==> src/dsqrt_pkg.sv <==
// Shared types and constants for the decimal square root block.
// No dependencies; used by dsqrt_engine and decimal_square_root.
package dsqrt_pkg;

  localparam int INT_W      = 16;  // root_integer width
  localparam int FRAC_W     = 20;  // root_fraction width
  localparam int DIGITS_W   = 3;   // fraction_digits register width
  localparam int OUT_DATA_W = 40;  // INT_W + FRAC_W rounded up to bytes
  localparam int OUT_PAD_W  = OUT_DATA_W - INT_W - FRAC_W;

  localparam logic [DIGITS_W-1:0] DIGITS_RESET = 3'd3;
  localparam logic [3:0]          DIGIT_MAX    = 4'd9;

  typedef enum logic [4:0] {
    ST_IDLE = 5'b00001,
    ST_INT  = 5'b00010,
    ST_PREP = 5'b00100,
    ST_DIG  = 5'b01000,
    ST_DONE = 5'b10000
  } state_e;

  typedef struct packed {
    logic [INT_W-1:0]  root_integer;
    logic [FRAC_W-1:0] root_fraction;
    logic              negative_error;
  } result_t;

  typedef struct packed {
    logic idle;
    logic done;
  } eng_status_t;

  // Elaboration-time power of ten, used for width sizing only
  function automatic longint unsigned pow10(input int n);
    longint unsigned acc;
    acc = 1;
    for (int i = 0; i < n; i++) begin
      acc = acc * 10;
    end
    return acc;
  endfunction

endpackage

==> src/dsqrt_engine.sv <==
// Digit-serial root engine: binary restoring root, then decimal digits.
// Depends on dsqrt_pkg.
module dsqrt_engine #(
  parameter int RADICAND_BITS       = 32,
  parameter int MAX_FRACTION_DIGITS = 6
) (
  input  logic                             clk_i,
  input  logic                             rst_ni,
  input  logic                             start_i,
  input  logic [RADICAND_BITS-1:0]         radicand_i,
  input  logic [dsqrt_pkg::DIGITS_W-1:0]   digits_i,
  input  logic                             ack_i,
  output dsqrt_pkg::eng_status_t           status_o,
  output dsqrt_pkg::result_t               result_o
);

  localparam int IB  = (RADICAND_BITS + 1) / 2;
  localparam int RW  = IB + $clog2(dsqrt_pkg::pow10(MAX_FRACTION_DIGITS));
  localparam int RMW = RW + 3;
  localparam int TW  = RW + 8;
  localparam int CW  = $clog2(IB + 1);
  localparam int DCW = $clog2(MAX_FRACTION_DIGITS + 2);

  dsqrt_pkg::state_e state_q, state_d;

  logic [2*IB-1:0]                 rad_q, rad_d;
  logic [RW-1:0]                   r_q, r_d;
  logic [RMW-1:0]                  rem_q, rem_d;
  logic [TW-1:0]                   target_q, target_d;
  logic [TW-1:0]                   odd_q, odd_d;
  logic [dsqrt_pkg::FRAC_W-1:0]    frac_q, frac_d;
  logic [IB-1:0]                   int_q, int_d;
  logic [3:0]                      t_q, t_d;
  logic [CW-1:0]                   cnt_q, cnt_d;
  logic [DCW-1:0]                  left_q, left_d;
  logic                            neg_q, neg_d;

  logic [RMW-1:0] rem_shift;
  logic [RMW-1:0] trial;
  logic [DCW-1:0] digits_eff;

  // Two radicand bits per step into the partial remainder
  assign rem_shift = (rem_q << 2) | RMW'(rad_q[2*IB-1 -: 2]);
  assign trial     = (RMW'(r_q) << 2) | RMW'(1);

  always_comb begin
    if (int'(digits_i) > MAX_FRACTION_DIGITS) begin
      digits_eff = DCW'(MAX_FRACTION_DIGITS);
    end else begin
      digits_eff = DCW'(digits_i);
    end
  end

  always_comb begin
    state_d  = state_q;
    rad_d    = rad_q;
    r_d      = r_q;
    rem_d    = rem_q;
    target_d = target_q;
    odd_d    = odd_q;
    frac_d   = frac_q;
    int_d    = int_q;
    t_d      = t_q;
    cnt_d    = cnt_q;
    left_d   = left_q;
    neg_d    = neg_q;
    case (state_q)
      dsqrt_pkg::ST_IDLE: begin
        if (start_i) begin
          neg_d  = radicand_i[RADICAND_BITS-1];
          rad_d  = (2*IB)'(radicand_i[RADICAND_BITS-2:0]);
          r_d    = '0;
          rem_d  = '0;
          frac_d = '0;
          int_d  = '0;
          cnt_d  = CW'(IB);
          left_d = digits_eff;
          if (radicand_i[RADICAND_BITS-1]) begin
            state_d = dsqrt_pkg::ST_DONE;
          end else begin
            state_d = dsqrt_pkg::ST_INT;
          end
        end
      end
      dsqrt_pkg::ST_INT: begin
        rad_d = rad_q << 2;
        cnt_d = cnt_q - CW'(1);
        if (rem_shift >= trial) begin
          rem_d = rem_shift - trial;
          r_d   = (r_q << 1) | RW'(1);
        end else begin
          rem_d = rem_shift;
          r_d   = r_q << 1;
        end
        if (cnt_q == CW'(1)) begin
          int_d = r_d[IB-1:0];
          if (left_q == '0) begin
            state_d = dsqrt_pkg::ST_DONE;
          end else begin
            state_d = dsqrt_pkg::ST_PREP;
          end
        end
      end
      dsqrt_pkg::ST_PREP: begin
        // target = rem * 100, odd = 20 * r + 1
        target_d = (TW'(rem_q) << 6) + (TW'(rem_q) << 5) + (TW'(rem_q) << 2);
        odd_d    = (TW'(r_q) << 4) + (TW'(r_q) << 2) + TW'(1);
        t_d      = '0;
        state_d  = dsqrt_pkg::ST_DIG;
      end
      dsqrt_pkg::ST_DIG: begin
        // cost(t) - cost(t-1) = 20r + 2t - 1: peel off odd terms
        if (target_q >= odd_q && t_q != dsqrt_pkg::DIGIT_MAX) begin
          target_d = target_q - odd_q;
          odd_d    = odd_q + TW'(2);
          t_d      = t_q + 4'd1;
        end else begin
          rem_d  = RMW'(target_q);
          r_d    = (r_q << 3) + (r_q << 1) + RW'(t_q);
          frac_d = (frac_q << 3) + (frac_q << 1) + dsqrt_pkg::FRAC_W'(t_q);
          left_d = left_q - DCW'(1);
          if (left_q == DCW'(1)) begin
            state_d = dsqrt_pkg::ST_DONE;
          end else begin
            state_d = dsqrt_pkg::ST_PREP;
          end
        end
      end
      dsqrt_pkg::ST_DONE: begin
        if (ack_i) begin
          state_d = dsqrt_pkg::ST_IDLE;
        end
      end
      default: begin
        state_d = dsqrt_pkg::ST_IDLE;
      end
    endcase
  end

  always_ff @(posedge clk_i or negedge rst_ni) begin
    if (!rst_ni) begin
      state_q <= dsqrt_pkg::ST_IDLE;
      cnt_q   <= '0;
      left_q  <= '0;
    end else begin
      state_q <= state_d;
      cnt_q   <= cnt_d;
      left_q  <= left_d;
    end
  end

  always_ff @(posedge clk_i) begin
    rad_q    <= rad_d;
    r_q      <= r_d;
    rem_q    <= rem_d;
    target_q <= target_d;
    odd_q    <= odd_d;
    frac_q   <= frac_d;
    int_q    <= int_d;
    t_q      <= t_d;
    neg_q    <= neg_d;
  end

  assign status_o.idle = (state_q == dsqrt_pkg::ST_IDLE);
  assign status_o.done = (state_q == dsqrt_pkg::ST_DONE);

  assign result_o.root_integer   = dsqrt_pkg::INT_W'(int_q);
  assign result_o.root_fraction  = frac_q;
  assign result_o.negative_error = neg_q;

  a_digit_range: assert property (@(posedge clk_i) disable iff (!rst_ni)
    (state_q == dsqrt_pkg::ST_DIG) |-> (t_q <= dsqrt_pkg::DIGIT_MAX))
    else $error("decimal digit out of range");

  a_neg_zero: assert property (@(posedge clk_i) disable iff (!rst_ni)
    (state_q == dsqrt_pkg::ST_DONE && neg_q) |-> (int_q == '0 && frac_q == '0))
    else $error("negative radicand with non-zero root");

  a_start_leaves_idle: assert property (@(posedge clk_i) disable iff (!rst_ni)
    (start_i && state_q == dsqrt_pkg::ST_IDLE) |=> (state_q != dsqrt_pkg::ST_IDLE))
    else $error("engine stayed idle after start");

  a_ack_frees: assert property (@(posedge clk_i) disable iff (!rst_ni)
    (ack_i && state_q == dsqrt_pkg::ST_DONE) |=> (state_q == dsqrt_pkg::ST_IDLE))
    else $error("engine not released after result taken");

endmodule

==> src/decimal_square_root.sv <==
// Decimal square root: floor(sqrt(radicand) * 10^digits), split into parts.
// The engine forms ceil(RADICAND_BITS/2) integer root bits (16 at defaults), then up to
//   MAX_FRACTION_DIGITS (6) decimal digits; a negative radicand skips both.
// One item in the engine at a time; s_axis_tready returns once the result moves to the
//   output register, so a new item can be taken while that result waits there.
// The root loop takes 2 bits/cycle; each digit unit costs one subtract. Async active-low reset.
module decimal_square_root #(
  parameter int RADICAND_BITS       = 32,
  parameter int MAX_FRACTION_DIGITS = 6
) (
  input  logic                                clk_i,
  input  logic                                rst_ni,
  // configuration: fraction_digits
  input  logic                                cfg_wr_en_i,
  input  logic [dsqrt_pkg::DIGITS_W-1:0]      cfg_wr_data_i,
  // input stream
  input  logic                                s_axis_tvalid,
  output logic                                s_axis_tready,
  // tdata: radicand (RADICAND_BITS, signed), zero padding to whole bytes
  input  logic [((RADICAND_BITS+7)/8)*8-1:0]  s_axis_tdata,
  // output stream
  output logic                                m_axis_tvalid,
  input  logic                                m_axis_tready,
  // tdata: root_integer [15:0], root_fraction [35:16], zero padding [39:36]
  output logic [dsqrt_pkg::OUT_DATA_W-1:0]    m_axis_tdata,
  // tuser: negative_error
  output logic                                m_axis_tuser
);

  logic [dsqrt_pkg::DIGITS_W-1:0] digits_q;

  dsqrt_pkg::eng_status_t eng_status;
  dsqrt_pkg::result_t     eng_result;
  dsqrt_pkg::result_t     out_q;
  logic                   out_valid_q;
  logic                   start;
  logic                   load_out;

  // fraction_digits register; the user writes it only between items, not enforced here
  always_ff @(posedge clk_i or negedge rst_ni) begin
    if (!rst_ni) begin
      digits_q <= dsqrt_pkg::DIGITS_RESET;
    end else if (cfg_wr_en_i) begin
      digits_q <= cfg_wr_data_i;
    end
  end

  // A transfer is taken whenever the engine is free, even with a result parked
  assign s_axis_tready = eng_status.idle;
  assign start         = s_axis_tvalid && eng_status.idle;

  // Result moves to the output register when it is empty or being drained
  assign load_out = eng_status.done && (!out_valid_q || m_axis_tready);

  dsqrt_engine #(
    .RADICAND_BITS       (RADICAND_BITS),
    .MAX_FRACTION_DIGITS (MAX_FRACTION_DIGITS)
  ) u_engine (
    .clk_i      (clk_i),
    .rst_ni     (rst_ni),
    .start_i    (start),
    .radicand_i (s_axis_tdata[RADICAND_BITS-1:0]),
    .digits_i   (digits_q),
    .ack_i      (load_out),
    .status_o   (eng_status),
    .result_o   (eng_result)
  );

  always_ff @(posedge clk_i or negedge rst_ni) begin
    if (!rst_ni) begin
      out_valid_q <= 1'b0;
    end else if (load_out) begin
      out_valid_q <= 1'b1;
    end else if (m_axis_tready) begin
      out_valid_q <= 1'b0;
    end
  end

  always_ff @(posedge clk_i) begin
    if (load_out) begin
      out_q <= eng_result;
    end
  end

  assign m_axis_tvalid = out_valid_q;
  assign m_axis_tdata  = {{dsqrt_pkg::OUT_PAD_W{1'b0}}, out_q.root_fraction,
                          out_q.root_integer};
  assign m_axis_tuser  = out_q.negative_error;

  a_busy_after_take: assert property (@(posedge clk_i) disable iff (!rst_ni)
    (s_axis_tvalid && s_axis_tready) |=> !s_axis_tready)
    else $error("second transfer taken while engine busy");

  a_no_overwrite: assert property (@(posedge clk_i) disable iff (!rst_ni)
    (out_valid_q && !m_axis_tready) |-> !load_out)
    else $error("pending result overwritten");

  a_load_sets_valid: assert property (@(posedge clk_i) disable iff (!rst_ni)
    load_out |=> m_axis_tvalid)
    else $error("loaded result not presented");

endmodule

==> config.mk <==
export PLATFORM = sky130hd
export DESIGN_NAME = decimal_square_root
export DESIGN_NICKNAME = d
export VERILOG_FILES = /design/src/dsqrt_pkg.sv /design/src/dsqrt_engine.sv /design/src/decimal_square_root.sv
export SDC_FILE = /design/constraint.sdc
export NUM_CORES = 1
export LEC_CHECK = 0
export ABC_AREA = 1
export CAP_MARGIN = 20
export CORE_ASPECT_RATIO = 0.75
export CORE_MARGIN = 10
export CORE_UTILIZATION = 54
export CTS_BUF_LIST = sky130_fd_sc_hd__clkbuf_4 sky130_fd_sc_hd__clkbuf_8 sky130_fd_sc_hd__clkbuf_16
export CTS_CLUSTER_SIZE = 40
export DETAILED_ROUTE_END_ITERATION = 16
export DONT_BUFFER_PORTS = 1
export PLACE_DENSITY = 0.8
export SETUP_SLACK_MARGIN = 0.05
export SLEW_MARGIN = 0
export SYNTH_ARGS = -nofsm -noshare
export SYNTH_HDL_FRONTEND = slang
export SYNTH_SLANG_ARGS = --single-unit
==> constraint.sdc <==
create_clock -name clk_i -period 5.9 [get_ports clk_i]
set_input_delay 0.295 -clock clk_i [delete_from_list [all_inputs] [get_ports clk_i]]
set_output_delay 0.295 -clock clk_i [all_outputs]
set_load 0.05 [all_outputs]
## Word level (Yosys, flattened, before mapping)

Cells that the tools add are included.

- Bits in registers: 290
- Bits in latches: 0
- RAM bits: 0
- Bits in read-only memories: 0
- Input bits: 40
- Word-level logic and storage cells: 104
- Memories kept: 0

- Add/sub/neg operators: 14
- $mul: 0
- Divide/modulo/power cells: 0
- Order comparisons: 3
- Equal/unequal tests: 13
- Shifts and indexed selects: 0
- Mux-type cells: 38
- Bitwise logic cells: 1
- Reductions and logical operators: 18

Operator list:

| cell | count |
|---|---|
| case mux 44 bit (2 select lines) | 2 |
| 2-to-1 mux 39 bit | 3 |
| case mux 39 bit (3 select lines) | 1 |
| case mux 36 bit (3 select lines) | 1 |
| 2-to-1 mux 44 bit | 2 |
| 2-to-1 mux 36 bit | 2 |
| case mux 32 bit (2 select lines) | 1 |
| adder 44 x 1 -> 44 bit (second input constant) | 1 |
| adder 44 x 2 -> 44 bit (second input constant) | 1 |
| adder 44 x 41 -> 44 bit | 1 |
| adder 44 bit | 1 |
| >= comparator 44 bit | 1 |
| subtractor 44 bit | 1 |
| adder 40 x 38 -> 41 bit | 1 |
| 2-to-1 mux 20 bit | 2 |
| 2-to-1 mux 5 bit | 8 |
| case mux 20 bit (2 select lines) | 1 |
| >= comparator 39 x 38 -> 1 bit | 1 |
| bitwise OR 39 x 2 -> 39 bit | 1 |
| subtractor 39 x 38 -> 39 bit | 1 |
| adder 36 bit | 1 |
| adder 36 x 4 -> 36 bit | 1 |
| 2-to-1 mux 16 bit | 2 |
| 2-to-1 mux 32 bit | 1 |
| other kinds (32) | 49 |

## Longest topological paths before layout

- Depth in word-level cells: 5
- Depth in mapped cells: 17

## Modules after synthesis

From an unflattened synthesis, not the netlist that was laid out.

- Cell total of the unflattened synthesis: 4123
- Area, all modules: 28672.5 um^2

By module, submodules not included:

| module | instances | cells each | area an instance (um^2) | sequential area each (um^2) |
|---|---|---|---|---|
| dsqrt_engine | 1 | 4061 | 27360.0 | 7383.3 |
| decimal_square_root | 1 | 62 | 1312.5 | 1213.7 |

## Least setup slack after synthesis

No wires, ideal clock.

- Kind: register to register
- From: register u_engine.odd_q[1]
- To: register u_engine.r_q[0], enable pin
- Setup time: 0.509 ns
- Arrival: 4.958 ns
- Slack: 0.433 ns
- Cell stages (with the launch flop): 13
- Buffers on the path: 1
- Period minus slack after synthesis: 5.467 ns
- Cell sequence: edfxtp_1 inv_1 fa_1 nand2_1 nand2_1 nand3_1 nand3_1 nand2_1 nand4_1 nand2_1 buf_2 nand2_1 nor2_1

- Longest elaborated chain between the ends: 4

Ends and longest elaborated chain:

| what | RTL line | RTL |
|---|---|---|
| start: declaration | dsqrt_engine.sv:30 | `logic [TW-1:0] odd_q, odd_d;` |
| start signal: assignment | dsqrt_engine.sv:157 | `odd_q <= odd_d;` |
| >= comparator 44 bit | dsqrt_engine.sv:113 | `if (target_q >= odd_q && t_q != dsqrt_pkg::DIGIT_MAX) begin` |
| logical AND 1 bit | dsqrt_engine.sv:113 |  |
| != test 2 bit (no source line) | -- |  |
| AND reduction 3 bit (no source line) | -- |  |
| end signal: assignment | dsqrt_engine.sv:154 | `r_q <= r_d;` |
| end: declaration | dsqrt_engine.sv:27 | `logic [RW-1:0] r_q, r_d;` |

No other way between the ends.
A chain may end at the register's enable or synchronous reset.

## Final worst setup path

- From: register u_engine.odd_q[1]
- To: register u_engine.rem_q[9], enable pin

- Longest elaborated chain between the ends: 4

Ends and longest elaborated chain:

| what | RTL line | RTL |
|---|---|---|
| >= comparator 44 bit | dsqrt_engine.sv:113 |  |
| logical AND 1 bit | dsqrt_engine.sv:113 |  |
| != test 2 bit (no source line) | -- |  |
| AND reduction 3 bit (no source line) | -- |  |
| end signal: assignment | dsqrt_engine.sv:155 | `rem_q <= rem_d;` |
| end: declaration | dsqrt_engine.sv:28 | `logic [RMW-1:0] rem_q, rem_d;` |

No other way between the ends.

==> impl_summary.txt <==
----------------------------------------------------
[Setup path]
  Worst path slowest cell ... sky130_fd_sc_hd__nor2_4
  Required time of the worst setup path ... 6.13 ns
  Setup Crit Path Kind ... reg -> reg
  Arrival @ worst endpoint ... 4.18 ns
  Largest delay share family, worst path ... simple AND/OR/NAND/NOR gates
  Origin of the critical flop-to-flop path ... u_engine.odd_q[1]$_SDFFCE_PN0P_
  Maximum fanout along the worst path ... 23
  Critical Path Start ... u_engine.odd_q[1]$_SDFFCE_PN0P_
  Critical Path Start Type ... flip-flop
  Cell repeated most along the worst path ... sky130_fd_sc_hd__nand2_1
  Crit-path max cell delay ... 0.70 ns
  Combined buffer and inverter count along the critical path ... 2
  Cell-by-cell listing of the critical path ... inv_1 > fa_1 > nand2_1 > nand2_1 > nand3_1 > nand3_1 > nand2_1 > nand4_1 > nand2_1 > nand2_1 > nor2_4 > buf_4
  CP Capture Type ... flip-flop

[Logic synthesis]
  Sequential cell area fraction in the yosys report ... 30.2%
  Number of synthesized flops with an enable pin ... 272
  Share of the synthesized area in the top cell type ... 28.7%
  Area leader, netlist ... sky130_fd_sc_hd__edfxtp_1
  Ys async rst share ... 5.88%
  Most instantiated flip-flop cell in the synthesis netlist ... sky130_fd_sc_hd__edfxtp_1
  Synthesized instance count ... 4082
  Synthesized cell area ... 28500 sq um
  Yosys warnings ... 0
  Synth area leaders ... sky130_fd_sc_hd__edfxtp_1 (29%), sky130_fd_sc_hd__nand2_1 (17%), sky130_fd_sc_hd__ha_1 (10%)
  Total of flip-flops plus latches after synthesis ... 289
  Unique cell type count in the Yosys netlist ... 54
  Most frequent cell after synthesis ... sky130_fd_sc_hd__nand2_1
  Mean post-synth cell area ... 6.98 sq um
  Top post-synthesis cells by count ... sky130_fd_sc_hd__nand2_1 (1277), sky130_fd_sc_hd__inv_1 (529), sky130_fd_sc_hd__nor2_1 (424), sky130_fd_sc_hd__a21oi_1 (277), sky130_fd_sc_hd__edfxtp_1 (272)

[Floorplan]
  Initial cell density of the core ... 54.9%
  Io pins ... 83
  Core ar. ... 51900 sq um
  DIE AREA ... 62400 sq um
  Die boundary width ... 285 um
  Floorplan row count ... 72
  Y dimension of the die ... 219 um

[Cells and area]
  Layout cells sized above 1 ... 3.31%
  Count of fill cells added during filler insertion ... 4946
  Nets@finish ... 4458
  Post-layout instance area ... 30800 sq um
  Post-layout util ... 59.4%
  Area growth syn-to-layout ... 8.17%

[STA]
  Final setup fails ... 0
  Actual transition at the worst max-transition pin ... 1.09 ns
  Number of max-slew violations in the final report ... 0
  Headroom to the max-slew limit ... 27.1%
  Final TNS setup ... 0 ns
  Final cycle utilization of the critical path ... 67.0%
  Setup repair after global routing missed its margin ... false
  Final Hold Vio Count ... 0
  Clock period minus final worst setup slack ... 3.95 ns
  Layout Skew ... 0.0486 ns
  Maximum operating frequency ... 253 MHz

[Global route]
  GRT overflow ... 0
  First-pass GRT wire length ... 157 mm
  Vias in the first global route ... 26.2k
  Antenna violations before repair ... 2
  Largest net degree at the start of global routing ... 81
  Total track usage ... 32.5%

[Drt]
  Post-detailed-route wirelength per cell ... 21.6 um
  Violation count after the first detailed-route iteration ... 4253
  Total iterations of the first detailed-routing run ... 8
  Vias per inst ... 5.94
  Routed Antenna Nets ... 0
  Total Wirelength ... 105 mm
  Overall via count from detail_route ... 28.7k
  Total DRC errors in the routed layout ... 0

[Placed design]
  DP Area ... 29200 sq um
  HPWL reported at the end of detailed placement ... 84.6 mm
  Port buffer count ... 0
  Routability cong. ... 1.07

[Hold path]
  Path category of the worst min-delay check ... in -> reg
  Startpoint of the lowest-slack hold path ... s_axis_tdata[31]

[Clocking]
  Clock insertion delay at the later pin of the skew report ... 0.59 ns
  Buffers from clock root to sink, at most ... 3
  Deepest level of the CTS H-tree ... 2
  Clock tree from TritonCTS ... built
  Clock transition at path regs ... 0.07 ns
  Clock buffer count from CTS ... 35
  Number of clock sinks seen by CTS ... 289
  Setup bufs post-CTS ... 0
  Clock root cell ... sky130_fd_sc_hd__clkbuf_16

[Run]
  Maximum Capacitance Violations ... 0

[Status]
  Outcome ... finished, final reports clean

----------------------------------------------------
-- cell usage in the layout (no fill, tap or decap), types with 5 or more instances in the layout --
cell | netlist | layout
sky130_fd_sc_hd__a21o_1 | 17 | 17
sky130_fd_sc_hd__a21oi_1 | 277 | 277
sky130_fd_sc_hd__a31oi_1 | 7 | 7
sky130_fd_sc_hd__buf_4 | 4 | 9
sky130_fd_sc_hd__clkbuf_16 | 0 | 35
sky130_fd_sc_hd__clkbuf_4 | 0 | 5
sky130_fd_sc_hd__dfrtp_1 | 14 | 14
sky130_fd_sc_hd__dlygate4sd3_1 | 0 | 38
sky130_fd_sc_hd__edfxtp_1 | 272 | 272
sky130_fd_sc_hd__fa_1 | 73 | 73
sky130_fd_sc_hd__ha_1 | 233 | 233
sky130_fd_sc_hd__inv_1 | 529 | 527
sky130_fd_sc_hd__nand2_1 | 1277 | 1276
sky130_fd_sc_hd__nand2_2 | 13 | 13
sky130_fd_sc_hd__nand3_1 | 262 | 262
sky130_fd_sc_hd__nand3b_1 | 38 | 38
sky130_fd_sc_hd__nand4_1 | 64 | 64
sky130_fd_sc_hd__nor2_1 | 424 | 421
sky130_fd_sc_hd__nor2_2 | 11 | 11
sky130_fd_sc_hd__nor3_1 | 53 | 53
sky130_fd_sc_hd__nor4_1 | 8 | 8
sky130_fd_sc_hd__o21a_1 | 10 | 10
sky130_fd_sc_hd__o21ai_0 | 238 | 237
sky130_fd_sc_hd__o21ai_1 | 19 | 19
sky130_fd_sc_hd__o21bai_1 | 27 | 27
sky130_fd_sc_hd__o22ai_1 | 16 | 16
sky130_fd_sc_hd__or2_2 | 13 | 13
sky130_fd_sc_hd__xnor2_1 | 30 | 30
sky130_fd_sc_hd__xor2_1 | 50 | 50
-- final timing paths --
| path | cells after the start | slack [ns] | to |
|---|---|---|---|
| worst max register to register | 12 | 1.95 | u_engine.rem_q[9]$_SDFFCE_PN0P_ |
| worst min register to register | 0 | 0.42 | m_axis_tdata[9]$_DFFE_PP_ |
| worst min-delay path | 4 | 0.02 | u_engine.state_q[4]$_DFFE_PN0P_ |
| min in group asynchronous | 1 | 0.25 | u_engine.left_q[0]$_DFFE_PN0P_ |
| max in group asynchronous | 1 | 5.15 | u_engine.state_q[4]$_DFFE_PN0P_ |
| worst max-delay path | 12 | 1.95 | u_engine.rem_q[9]$_SDFFCE_PN0P_ |
-- cell type report --
type                            instances  area [sq um]  area share, %
Clock inverter                         22           284          0.922
Antenna cell                            1          2.50        0.00812
Timing Repair Buffer                   49           488           1.58
Clock buffer                           40           913           2.96
Multi-Input combinational cell       3204         17600           57.3
Inverter                              533          2000           6.50
Sequential cell                       289          8600           27.9
Tap cell                              703           880           2.86
-- worst min-delay path: stages --
cell	delay [ns]
sky130_fd_sc_hd__nand2_1	0.03
sky130_fd_sc_hd__nand3_1	0.08
sky130_fd_sc_hd__nand4_1	0.09
sky130_fd_sc_hd__nand2_1	0.06
-- registers in the layout (all words and copies together), names as in the netlist, 5 cells and up --
name and cells:
u_engine.int_q 16, u_engine.rad_q 32, u_engine.odd_q 43, m_axis_tdata 36, u_engine.state_q 5, u_engine.frac_q 20
u_engine.r_q 36, u_engine.rem_q 39, u_engine.cnt_q 5, u_engine.target_q 44
-- layer usage --
layer	wire (um)	global-route usage (%)	share of wire, %	vias up
met5	18	0	0.017	-
met2	41100	45.4	39	1772
met1	45000	47.1	43	13300
li1	-	-	-	13500
met3	15800	11.0	15	172
met4	2610	8.04	2.5	4
-- per-stage QoR --
stage	hold slack, ns	worst slack [ns]	std cells
2_1_floorplan	-0.000591	0.433	4085
3_3_place_gp	0.000158	2.17	4739
3_5_place_dp	0.000255	2.09	4739
4_1_cts	0.00780	2.03	4839
5_1_grt	0.0515	1.73	4841
6_report	0.0239	1.95	4841
-- kinds of logic (layout without fill, tap and decap cells) --
logic type	after synthesis	count (layout)	share of synthesized area, %
and+or+nand+nor	2182	2182	32.0
AOI/OAI and AO/OA	629	629	11.8
buffers and inverters	592	644	8.06
adders and majority gates	306	306	15.4
DFF	289	289	30.2
xor gates and xnor gates	80	80	2.46
muxes	3	3	0.110
other	1	5	0.0132
-- timing repair --
item	4_1_cts	5_1_grt
hold buffers	38	0
resized for setup	0	0
endpoints found under the hold margin	54	0
Power is left out: the tool's default activity adds up to more than one toggle a clock period on the data nets, which glitch-free logic cannot reach.
